`src/sv/ean8_pkg.sv`:
```
`default_nettype none

package ean8_pkg;

	localparam int CFG_W = 11;
	localparam int QUEUE_DEPTH = 2;

	localparam logic CFG_IMAGE_WIDTH = 1'b0;
	localparam logic CFG_IMAGE_HEIGHT = 1'b1;

	localparam logic [CFG_W-1:0] IMAGE_WIDTH_RESET = 11'd1024;
	localparam logic [CFG_W-1:0] IMAGE_HEIGHT_RESET = 11'd1024;

	typedef enum logic [1:0] {
		PH_SEARCH,
		PH_MEASURE,
		PH_SAMPLE,
		PH_DONE
	} phase_t;

	// one completed 7-module group headed for the decode stage
	typedef struct packed {
		logic [6:0] bits;
		logic [2:0] position;
	} group_t;

	typedef logic [6:0] code_tab_t [10];

	localparam code_tab_t L_CODES = '{
		7'h0D, 7'h19, 7'h13, 7'h3D, 7'h23,
		7'h31, 7'h2F, 7'h3B, 7'h37, 7'h0B
	};
	localparam code_tab_t R_CODES = '{
		7'h72, 7'h66, 7'h6C, 7'h42, 7'h5C,
		7'h4E, 7'h50, 7'h44, 7'h48, 7'h74
	};

	// returns {hit, digit}; digit is 0 on a miss
	function automatic logic [4:0] match_code(input logic [6:0] code, input logic right_half);
		logic [3:0] d;
		logic hit;
		d = 4'd0;
		hit = 1'b0;
		for (int k = 9; k >= 0; k--) begin
			if ((right_half ? R_CODES[k] : L_CODES[k]) == code) begin
				d = 4'(k);
				hit = 1'b1;
			end
		end
		return {hit, d};
	endfunction

endpackage

`default_nettype wire

```
`src/sv/ean8_front.sv`:
```
`default_nettype none

module ean8_front import ean8_pkg::*; #(
	parameter int MAX_WIDTH = 1024,
	parameter int MAX_HEIGHT = 1024
) (
	input  wire logic             clk,
	input  wire logic             arst_n,
	input  wire logic [CFG_W-1:0] image_width,
	input  wire logic [CFG_W-1:0] image_height,
	input  wire logic             pixel,
	input  wire logic             pixel_valid,
	output logic                  pixel_stall,
	input  wire logic             queue_full,
	output logic                  push,
	output group_t                push_group
);

	localparam int CW = $clog2(MAX_WIDTH);
	localparam int WW = CW + 1;
	localparam int RW = (MAX_HEIGHT > 1) ? $clog2(MAX_HEIGHT) : 1;
	localparam int HW = RW + 1;
	localparam int NW = CW + 7;
	localparam int CMPW_W = (WW > CFG_W) ? WW : CFG_W;
	localparam int CMPW_H = (HW > CFG_W) ? HW : CFG_W;

	phase_t phase_q, phase_d;
	logic [CW-1:0] col_q, col_d;
	logic [RW-1:0] row_q, row_d;
	logic [CW-1:0] left_q, left_d;
	logic [WW-1:0] mw_q, mw_d;
	logic [NW-1:0] next_q, next_d;
	logic [6:0] bits_q, bits_d;
	logic [2:0] held_q, held_d;
	logic [3:0] done_q, done_d;

	logic [WW-1:0] w_eff;
	logic [HW-1:0] h_eff;
	logic accept;
	logic [WW-1:0] col_inc;
	logic [HW-1:0] row_inc;
	logic [WW-1:0] col_plus_left;
	logic [NW-1:0] mw_x;
	logic sample_hit, drop, take, group_full;
	logic [6:0] bits_shift;

	always_comb begin
		if (image_width == '0) begin
			w_eff = WW'(1);
		end else if (CMPW_W'(image_width) > CMPW_W'(MAX_WIDTH)) begin
			w_eff = WW'(MAX_WIDTH);
		end else begin
			w_eff = WW'(image_width);
		end
		if (image_height == '0) begin
			h_eff = HW'(1);
		end else if (CMPW_H'(image_height) > CMPW_H'(MAX_HEIGHT)) begin
			h_eff = HW'(MAX_HEIGHT);
		end else begin
			h_eff = HW'(image_height);
		end
	end

	assign pixel_stall = queue_full;
	assign accept = pixel_valid && !queue_full;

	assign col_inc = {1'b0, col_q} + WW'(1);
	assign row_inc = {1'b0, row_q} + HW'(1);
	assign col_plus_left = {1'b0, col_q} + {1'b0, left_q};
	assign mw_x = NW'(mw_q);
	assign bits_shift = {bits_q[5:0], pixel};

	assign sample_hit = (phase_q == PH_SAMPLE) && (NW'(col_q) == next_q);
	assign drop = sample_hit && (done_q[3] || done_q[2]) && (col_plus_left > w_eff);
	assign take = sample_hit && !drop;
	assign group_full = take && (held_q == 3'd6);

	// next state
	always_comb begin
		phase_d = phase_q;
		col_d = col_q;
		row_d = row_q;
		left_d = left_q;
		mw_d = mw_q;
		next_d = next_q;
		bits_d = bits_q;
		held_d = held_q;
		done_d = done_q;
		if (accept) begin
			unique case (phase_q)
				PH_SEARCH: begin
					if (pixel) begin
						left_d = col_q;
						mw_d = WW'(1);
						phase_d = PH_MEASURE;
					end
				end
				PH_MEASURE: begin
					if (pixel) begin
						mw_d = mw_q + WW'(1);
					end else begin
						phase_d = PH_SAMPLE;
						next_d = NW'(left_q) + (mw_x << 1) + mw_x;
					end
				end
				PH_SAMPLE: begin
					if (drop) begin
						phase_d = PH_DONE;
					end else if (take) begin
						if (group_full) begin
							bits_d = '0;
							held_d = '0;
							done_d = done_q + 4'd1;
							if (done_q == 4'd3) begin
								// skip the center guard: one module plus five
								next_d = next_q + (mw_x << 2) + (mw_x << 1);
							end else begin
								next_d = next_q + mw_x;
							end
							if (done_q == 4'd7) begin
								phase_d = PH_DONE;
							end
						end else begin
							bits_d = bits_shift;
							held_d = held_q + 3'd1;
							next_d = next_q + mw_x;
						end
					end
				end
				PH_DONE: begin
				end
				default: begin
				end
			endcase
			col_d = CW'(col_inc);
			if (col_inc >= w_eff) begin
				if (phase_d == PH_MEASURE || phase_d == PH_SAMPLE) begin
					phase_d = PH_DONE;
				end
				col_d = '0;
				row_d = RW'(row_inc);
				if (row_inc >= h_eff) begin
					phase_d = PH_SEARCH;
					col_d = '0;
					row_d = '0;
					left_d = '0;
					mw_d = '0;
					next_d = '0;
					bits_d = '0;
					held_d = '0;
					done_d = '0;
				end
			end
		end
	end

	// outputs
	always_comb begin
		push = accept && group_full;
		push_group.bits = bits_shift;
		push_group.position = done_q[2:0];
	end

	always_ff @(posedge clk or negedge arst_n) begin
		if (!arst_n) begin
			phase_q <= PH_SEARCH;
			col_q <= '0;
			row_q <= '0;
			left_q <= '0;
			mw_q <= '0;
			next_q <= '0;
			bits_q <= '0;
			held_q <= '0;
			done_q <= '0;
		end else begin
			phase_q <= phase_d;
			col_q <= col_d;
			row_q <= row_d;
			left_q <= left_d;
			mw_q <= mw_d;
			next_q <= next_d;
			bits_q <= bits_d;
			held_q <= held_d;
			done_q <= done_d;
		end
	end

endmodule

`default_nettype wire

```
`src/sv/ean8_queue.sv`:
```
`default_nettype none

module ean8_queue import ean8_pkg::*; (
	input  wire logic   clk,
	input  wire logic   arst_n,
	input  wire logic   push,
	input  wire group_t push_group,
	input  wire logic   pop,
	output logic        full,
	output logic        empty,
	output group_t      head
);

	localparam int PW = $clog2(QUEUE_DEPTH);

	group_t mem [QUEUE_DEPTH];
	logic [PW-1:0] wr_ptr_q, rd_ptr_q;
	logic [PW:0] count_q;

	assign full = (count_q == (PW+1)'(QUEUE_DEPTH));
	assign empty = (count_q == '0);
	assign head = mem[rd_ptr_q];

	always_ff @(posedge clk) begin
		if (push) begin
			mem[wr_ptr_q] <= push_group;
		end
	end

	always_ff @(posedge clk or negedge arst_n) begin
		if (!arst_n) begin
			wr_ptr_q <= '0;
			rd_ptr_q <= '0;
			count_q <= '0;
		end else begin
			if (push) begin
				wr_ptr_q <= wr_ptr_q + PW'(1);
			end
			if (pop) begin
				rd_ptr_q <= rd_ptr_q + PW'(1);
			end
			if (push && !pop) begin
				count_q <= count_q + (PW+1)'(1);
			end else if (pop && !push) begin
				count_q <= count_q - (PW+1)'(1);
			end
		end
	end

endmodule

`default_nettype wire

```
`src/sv/ean8_back.sv`:
```
`default_nettype none

module ean8_back import ean8_pkg::*; (
	input  wire logic   clk,
	input  wire logic   arst_n,
	input  wire logic   queue_empty,
	input  wire group_t head,
	output logic        pop,
	output logic        result_valid,
	input  wire logic   result_stall,
	output logic [3:0]  digit,
	output logic        matched,
	output logic [2:0]  position,
	output logic        last
);

	logic [4:0] lookup;
	logic valid_q;
	logic [3:0] digit_q;
	logic matched_q;
	logic [2:0] position_q;
	logic last_q;

	assign lookup = match_code(head.bits, head.position[2]);
	assign pop = !queue_empty && (!valid_q || !result_stall);

	always_ff @(posedge clk or negedge arst_n) begin
		if (!arst_n) begin
			valid_q <= 1'b0;
		end else if (pop) begin
			valid_q <= 1'b1;
		end else if (!result_stall) begin
			valid_q <= 1'b0;
		end
	end

	always_ff @(posedge clk) begin
		if (pop) begin
			digit_q <= lookup[3:0];
			matched_q <= lookup[4];
			position_q <= head.position;
			last_q <= (head.position == 3'd7);
		end
	end

	assign result_valid = valid_q;
	assign digit = digit_q;
	assign matched = matched_q;
	assign position = position_q;
	assign last = last_q;

endmodule

`default_nettype wire

```
`src/sv/ean8_scanline_decoder.sv`:
```
// channel   signals                                       width  dir
// pixel     pixel_valid, pixel_stall, pixel                1      in
// result    result_valid, result_stall, digit, matched,    4,1,   out
//           position, last                                 3,1
// config    cfg_write, cfg_index, cfg_data                 1,1,11 in
//
// One pixel per cycle is taken unless the queue is full; a digit passes the queue, then the output register.
// Throughput is set by the per-pixel counter and compare update in the front stage.
// arst_n clears the scan state and sets both image sizes to 1024.
// A two-entry queue splits front and back: pixels stall only when it is full.
`default_nettype none

module ean8_scanline_decoder import ean8_pkg::*; #(
	parameter int MAX_WIDTH = 1024,
	parameter int MAX_HEIGHT = 1024
) (
	input  wire logic             clk,
	input  wire logic             arst_n,
	input  wire logic             cfg_write,
	input  wire logic             cfg_index,
	input  wire logic [CFG_W-1:0] cfg_data,
	input  wire logic             pixel_valid,
	output logic                  pixel_stall,
	input  wire logic             pixel,
	output logic                  result_valid,
	input  wire logic             result_stall,
	output logic [3:0]            digit,
	output logic                  matched,
	output logic [2:0]            position,
	output logic                  last
);

	logic [CFG_W-1:0] image_width_q, image_height_q;
	logic queue_full, queue_empty, push, pop;
	group_t push_group, head;

	always_ff @(posedge clk or negedge arst_n) begin
		if (!arst_n) begin
			image_width_q <= IMAGE_WIDTH_RESET;
			image_height_q <= IMAGE_HEIGHT_RESET;
		end else if (cfg_write) begin
			unique case (cfg_index)
				CFG_IMAGE_WIDTH:  image_width_q <= cfg_data;
				CFG_IMAGE_HEIGHT: image_height_q <= cfg_data;
				default: begin
				end
			endcase
		end
	end

	ean8_front #(
		.MAX_WIDTH(MAX_WIDTH),
		.MAX_HEIGHT(MAX_HEIGHT)
	) u_front (
		.clk(clk),
		.arst_n(arst_n),
		.image_width(image_width_q),
		.image_height(image_height_q),
		.pixel(pixel),
		.pixel_valid(pixel_valid),
		.pixel_stall(pixel_stall),
		.queue_full(queue_full),
		.push(push),
		.push_group(push_group)
	);

	ean8_queue u_queue (
		.clk(clk),
		.arst_n(arst_n),
		.push(push),
		.push_group(push_group),
		.pop(pop),
		.full(queue_full),
		.empty(queue_empty),
		.head(head)
	);

	ean8_back u_back (
		.clk(clk),
		.arst_n(arst_n),
		.queue_empty(queue_empty),
		.head(head),
		.pop(pop),
		.result_valid(result_valid),
		.result_stall(result_stall),
		.digit(digit),
		.matched(matched),
		.position(position),
		.last(last)
	);

endmodule

`default_nettype wire
```
`config.mk`:
```
export PLATFORM = sky130hd
export DESIGN_NAME = ean8_scanline_decoder
export DESIGN_NICKNAME = d
export VERILOG_FILES = /design/src/sv/ean8_pkg.sv /design/src/sv/ean8_front.sv /design/src/sv/ean8_queue.sv /design/src/sv/ean8_back.sv /design/src/sv/ean8_scanline_decoder.sv
export SDC_FILE = /design/constraint.sdc
export NUM_CORES = 1
export LEC_CHECK = 0
export ABC_AREA = 0
export BUFFER_PORTS_ARGS = -buffer_cell sky130_fd_sc_hd__buf_4
export CORE_MARGIN = 1
export CORE_UTILIZATION = 50
export CTS_CLUSTER_SIZE = 25
export DETAILED_ROUTE_END_ITERATION = 8
export PLACE_DENSITY_LB_ADDON = 0.08
export RECOVER_POWER = 100
export SETUP_SLACK_MARGIN = 0.5
export SKIP_CTS_REPAIR_TIMING = 1
export SYNTH_ARGS = -nofsm -noshare
export SYNTH_HDL_FRONTEND = slang
export SYNTH_HIERARCHICAL = 1
export SYNTH_SLANG_ARGS = --single-unit
```
`constraint.sdc`:
```
create_clock -name clk -period 5.3 [get_ports clk]
set_input_delay 1.06 -clock clk [delete_from_list [all_inputs] [get_ports clk]]
set_output_delay 1.06 -clock clk [all_outputs]
set_load 0.1 [all_outputs]
```
==> flow_summary.toml, run 1 <==
[worst_setup_path]
cpMostUsedCell = "a21oi_1"
end_kind = "flip-flop"
required_ns = 5.59
path_max_fanout = 18
r2r_cells = 18
critPathSlowestCell = "dfrtp_1"
path_cells = "ha_1, fa_1, a21o_1, a21oi_1, o21bai_1, a21oi_1, o21ai_0, a21oi_1, o21bai_1, ha_1, nand4_1, a211oi_2, a2111oi_4, o21ai_0, buf_4, mux2_2, a221oi_1, nor3_1"
critPathArrivalTime_ns = 4.98
start_kind = "flip-flop"
max_stage_delay_ns = 0.49
path_class = "reg2reg"

[run]
maxCapViolCount = 1

[timing]
finalMaxSlewViolations = 67
min_period_over_period_pct = 88.54
skew_ns = 0.01259
worst_slack_ns = 0.6074
hold_viol = 0
maxSlewHeadroom_pct = -138.9
setup_viol = 0
max_freq_ghz = 0.2131
min_period_ns = 4.693
worst_pin_slew_ns = 3.583
rsz0062_at_grt = "no"
tns_ns = 0

[route]
drtIter0Drc = 525
route.detailed.drc = 0
wl_mm = 25.70
num_vias = 8136
drt_first_pass_iters = 5
vias_per_cell = 6.004
ant_nets = 0
wire_per_inst_um = 18.97

[grt]
grt_overflow_total = 0
grt_pass1_wl_mm = 42.16
grt.total_usage_pct = 25.34
grt_pass1_vias = 7903
grt_start_max_net_pins = 67
antenna_found_initial = 0

[cells_and_area]
multi_input_area_um2 = 6421
layout.area.seq_um2 = 3376
fin_nets = 1214
num_antenna_cells = 0
areaGrowthSynthToFinish_pct = 8.331
fillers = 1841
drive_gt1_share_pct = 10.05

[power]
seqPwrFrac_pct = 28.4
switchingPower_w = 0.002471
intPower_w = 0.002894
vdd_ir_drop_max_mv = 0.3140
power_leakage_nw = 4.905
p_clk_share_pct = 21.9
powerDensity_nw_per_um2 = 482.8
switching_share_pct = 46.06
combinationalPowerShare_pct = 49.7
power_w = 0.005365

[clocking]
cts.sinks = 129
clock_latency_ns = 0.43
clk_pin_slew_ns = 0.06
cts_made_buffers = 17
cts_buffer_depth = 2
root_buffer = "clkbuf_16"
h-tree-depth = 4
cts_tree = "done"

[synthesis]
synth_top_area_share_pct = 23.91
yosysSeqAreaShare_pct = 32.91
synth_top_flop_cell = "dfrtp_1"
syn_nets = 1199
yosys_register_bits = 129
syn_area_per_cell_um2 = 9.704
ys_types = 88
synth_common_cells = "nand2_1 (109), ha_1 (101), dfrtp_1 (98)"
async_flop_share_pct = 77.52
syn_inst = 1057
synthesis.area_um2 = 10260
synthTopCellsByArea = "dfrtp_1 (24%), ha_1 (12%), edfxtp_1 (8.5%)"
yosysTopAreaCell = "dfrtp_1"
synth_edf_count = 29
synth.most_common_cell = "nand2_1"
ys_warn_count = 6

[place]
portBuffers = 28
place_congestion = 0.8748
dp.final_hpwl_mm = 18.85
place_ws_ns = 0.6808

[die]
rows = 52
die_h_um = 145.2
io_pins = 29
die_w_um = 145.2
coreArea_um2 = 20170
die-area_um2 = 21090
floorplan.initialDensity_pct = 50.86

[hold_path]
min_path_cells = 0
holdCritPathClass = "reg2reg"

[status]
status = "finished with violations"
violations = "capacitance limit, slew limit"
[routing by layer]
layer	share of wire (%)	GRT usage [%]	up-vias
met5	0	0	-
met4	2.4	8.526	0
met3	3.6	4.119	43
met2	47	41.06	177
met1	47	34.45	3943
li1	-	-	3973
[power by group through the flow]
stage | logic [W] | clock network, W | registers (W)
floorplan | 0.00197 | 0 | 0.00162
global placement | 0.00264 | 0 | 0.00154
detailed placement | 0.00267 | 0 | 0.00154
CTS | 0.00269 | 0.00120 | 0.00153
global route | 0.00298 | 0.00124 | 0.00156
finish | 0.00267 | 0.00117 | 0.00153
[area by class of cell]
type | instances | area share, %
Inverter | 36 | 1.216
Clock buffer | 17 | 3.828
Clock inverter | 15 | 1.453
Multi-Input combinational cell | 845 | 57.79
Timing Repair Buffer | 43 | 2.297
Sequential cell | 129 | 30.38
Tap cell | 270 | 3.040
[cell usage in the layout (no fill, tap or decap), types with 5 or more instances in the layout]
master,count
nand2_1,109
ha_1,101
dfrtp_1,98
o21ai_0,77
nor2_1,56
a21oi_1,44
xnor2_1,40
inv_1,34
edfxtp_1,29
nand3_1,27
nor3_1,26
xor2_1,25
buf_4,23
fa_1,23
a21o_1,20
nand4_1,19
a22o_1,19
mux2_2,18
clkbuf_1,18
clkbuf_16,17
o31ai_1,14
mux2_1,12
nand2b_1,12
a22oi_1,12
nor4_1,12
a211oi_1,11
and3_1,10
nand3b_1,10
o211ai_1,10
nor2b_1,9
o32ai_1,8
a31oi_1,8
inv_8,7
o21bai_1,7
mux2_4,7
o22ai_1,5
a221oi_1,5
mux2i_1,5
or3_1,5
[worst paths after layout]
path | slack [ns] | to | start
hold / removal | 0.49 | u_queue/mem[1][9]$_DFFE_PP_ | u_front/bits_q[5]$_DFFE_PN0P_
setup reg to reg | 0.61 | u_front/next_q[3]$_DFFE_PN0P_ | u_front/col_q[0]$_DFFE_PN0P_
hold reg to reg | 0.49 | u_queue/mem[1][9]$_DFFE_PP_ | u_front/bits_q[5]$_DFFE_PN0P_
setup / recovery | 0.61 | u_front/next_q[3]$_DFFE_PN0P_ | u_front/col_q[0]$_DFFE_PN0P_
min in group asynchronous | 1.83 | image_height_q[9]$_DFFE_PN0P_ | arst_n
max in group asynchronous | 1.43 | u_front/left_q[3]$_DFFE_PN0P_ | arst_n
[sequential cells by signal (all words and copies together), names as in the netlist, 3 cells and up]
signal           cells
u_front/held_q       3
u_front/bits_q       6
image_height_q      11
u_queue/mem         20
image_width_q       11
u_back/position      3
u_front/next_q      17
u_front/left_q      10
u_back/digit         4
u_front/col_q       10
u_front/mw_q        11
u_front/done_q       4
u_front/row_q       10
[through the flow]
step	util [%]	cell area (um^2)	cells	hold slack [ns]
after floorplan	-	10260	1057	0.4424
after global placement	52.90	10670	1323	0.4778
after detailed placement	52.90	10670	1323	0.4718
after CTS	55.81	11260	1355	0.4878
after global routing	55.09	11110	1355	0.5082
final	55.09	11110	1355	0.4876
[worst max-delay path, delay by kind of cell, from the launching register on]
family          cells  cell delay (ns)
compound gates     11             2.16
simple gates        2             0.21
flops               1             0.49
buf+inv             1             0.32
fa+ha+maj           3             1.01
mux                 1             0.36
[cells by family (layout without fill, tap and decap cells)]
| family | after synthesis | after routing | share of synthesized area [%] |
|---|---|---|---|
| compound gates | 284 | 284 | 19.16 |
| flops | 129 | 129 | 32.91 |
| mux | 42 | 42 | 5.245 |
| xor+xnor | 65 | 65 | 5.550 |
| fa+ha+maj | 124 | 124 | 16.81 |
| simple gates | 330 | 330 | 16.54 |
| buf+inv | 83 | 111 | 3.781 |
No activity file was read; power rests on OpenSTA's default activity.
==> inputs of run 2 (changes only) <==
--- a/config.mk
+++ b/config.mk
@@ -8,7 +8,7 @@
 export ABC_AREA = 0
 export BUFFER_PORTS_ARGS = -buffer_cell sky130_fd_sc_hd__buf_4
 export CORE_MARGIN = 1
-export CORE_UTILIZATION = 50
+export CORE_UTILIZATION = 45
 export CTS_CLUSTER_SIZE = 25
 export DETAILED_ROUTE_END_ITERATION = 8
 export PLACE_DENSITY_LB_ADDON = 0.08
==> flow_summary.toml, run 2 (synthesized netlist as in run 1, its figures left out) <==
[cells_and_area]
reg_top3 = "u_queue/mem x20, u_front/next_q x17"
final_area_um2 = 11140
fillers = 2089
num_antenna_cells = 0
mostFrequentLayoutCell = "nand2_1"
multi_input_area_um2 = 6436
drive_gt1_share_pct = 9.963
areaGrowthSynthToFinish_pct = 8.588
largest_register = "u_queue/mem"
fin_nets = 1213
layout.cells.non_filler = 1364
layout_common_cells = "nand2_1 (109), ha_1 (101), dfrtp_1 (98)"
largest_reg_flops = 20
layout.area.seq_um2 = 3376
post-route-util_pct = 50.41

[clocking]
root_buffer = "clkbuf_16"
cts_buffer_depth = 2
h-tree-depth = 4
cts_tree = "done"
clock_latency_ns = 0.43
cts.sinks = 129
cts_made_buffers = 17
clk_pin_slew_ns = 0.06

[timing]
whs_ns = 0.4901
skew_ns = 0.005813
finalMaxSlewViolations = 75
rsz0062_at_grt = "no"
max_freq_ghz = 0.2119
min_period_ns = 4.718
tns_ns = 0
maxSlewHeadroom_pct = -29.62
hold_viol = 0
setup_viol = 0
worst_pin_slew_ns = 1.944
min_period_over_period_pct = 89.02

[hold_path]
min_path_cells = 1
holdCritPathClass = "reg2reg"
min-delay-start = "u_queue/count_q[1]$_DFFE_PN0P_"

[grt]
antenna_found_initial = 0
grt_pass1_vias = 8182
grt_pass1_wl_mm = 44.03
grt_overflow_total = 0
grt_start_max_net_pins = 75
grt.total_usage_pct = 23.79

[worst_setup_path]
r2r_cells = 15
critPathArrivalTime_ns = 5.03
ff2ff_setup_slack_ns = 0.58
path_max_fanout = 16
start_kind = "flip-flop"
critPathLaunch = "u_front/col_q[1]$_DFFE_PN0P_"
required_ns = 5.62
path_class = "reg2reg"
r2r_start = "u_front/col_q[1]$_DFFE_PN0P_"
end_kind = "flip-flop"

[die]
rows = 54
io_pins = 29
floorplan.initialDensity_pct = 46.43
coreArea_um2 = 22090
die_w_um = 153.0
die-area_um2 = 23400
die_h_um = 153.0

[place]
place_congestion = 0.8838
portBuffers = 28
dp.final_hpwl_mm = 19.41
dpl.cell_count = 1332
dpl_cell_area_um2 = 10680

[route]
num_vias = 8158
drtIter0Drc = 569
route.detailed.drc = 0
wl_mm = 26.40
drt_first_pass_iters = 6
ant_nets = 0
wire_per_inst_um = 19.36
vias_per_cell = 5.981

[status]
violations = "capacitance limit, slew limit"
status = "finished with violations"

[power]
power_leakage_nw = 4.936
powerDensity_nw_per_um2 = 487.9
vdd_ir_drop_max_mv = 0.2317

[run]
maxCapViolCount = 1
run 2: cell types whose count changed in the layout (fill, tap and decap cells not counted), sizes merged:
cell    before  now
buf         23   21
bufinv       0    2
clkbuf      37   38
clkinv       5    4
inv         44   43
run 2: critical path, stage by stage, from the launching register on:
cell and delay, ns:
dfrtp_1 0.53, ha_1 0.38, nand3_1 0.28, nor2_1 0.20, xor2_1 0.24, ha_1 0.28
a21o_1 0.17, a21o_1 0.17, a21oi_1 0.16, clkbuf_1 0.25, inv_1 0.13, o21ai_0 0.15
clkbuf_1 0.74, nor2_1 0.18, clkbuf_1 0.39, a221oi_1 0.33
run 2: layout make-up:
class                   instances  area share, %
flip-flops and latches        129          30.31
well taps                     280          3.145
multi-input cells             845          57.78
clock inverters                15          1.528
clock buffers                  17          3.819
repair buffers                 42          2.202
inverters                      36          1.213
run 2: path summary, 6_finish.rpt:
path	to
worst max-delay path	u_front/next_q[11]$_DFFE_PN0P_
worst min-delay path	u_queue/count_q[1]$_DFFE_PN0P_
worst max register to register	u_front/next_q[11]$_DFFE_PN0P_
worst min register to register	u_queue/count_q[1]$_DFFE_PN0P_
max in group asynchronous	u_front/next_q[11]$_DFFE_PN0P_
min in group asynchronous	image_height_q[7]$_DFFE_PN0P_
run 2: per-layer routing:
metal	up-vias	wire length (um)	share of wire, %	track usage, %
met5	-	0	0	0
li1	3961	-	-	-
met3	45	1079	4.1	4.026
met2	206	12080	46	38.12
met4	0	627	2.4	8.129
met1	3946	12610	48	32.52
run 2: stage by stage:
stage / total power [W] / worst slack (ns)
floorplan: 0.003593 / 0.7111
global placement: 0.004215 / 0.8827
detailed placement: 0.004243 / 0.8004
CTS: 0.005485 / 0.7791
global route: 0.005875 / 0.3064
finish: 0.005434 / 0.5818
run 2: power breakdown:
part | internal [W] | total [W] | switching (W) | leakage [nW]
combinational | 0.00105 | 0.00269 | 0.00163 | 3.10
sequential | 0.00121 | 0.00153 | 0.000321 | 1.55
clock | 0.000708 | 0.00122 | 0.000512 | 0.290
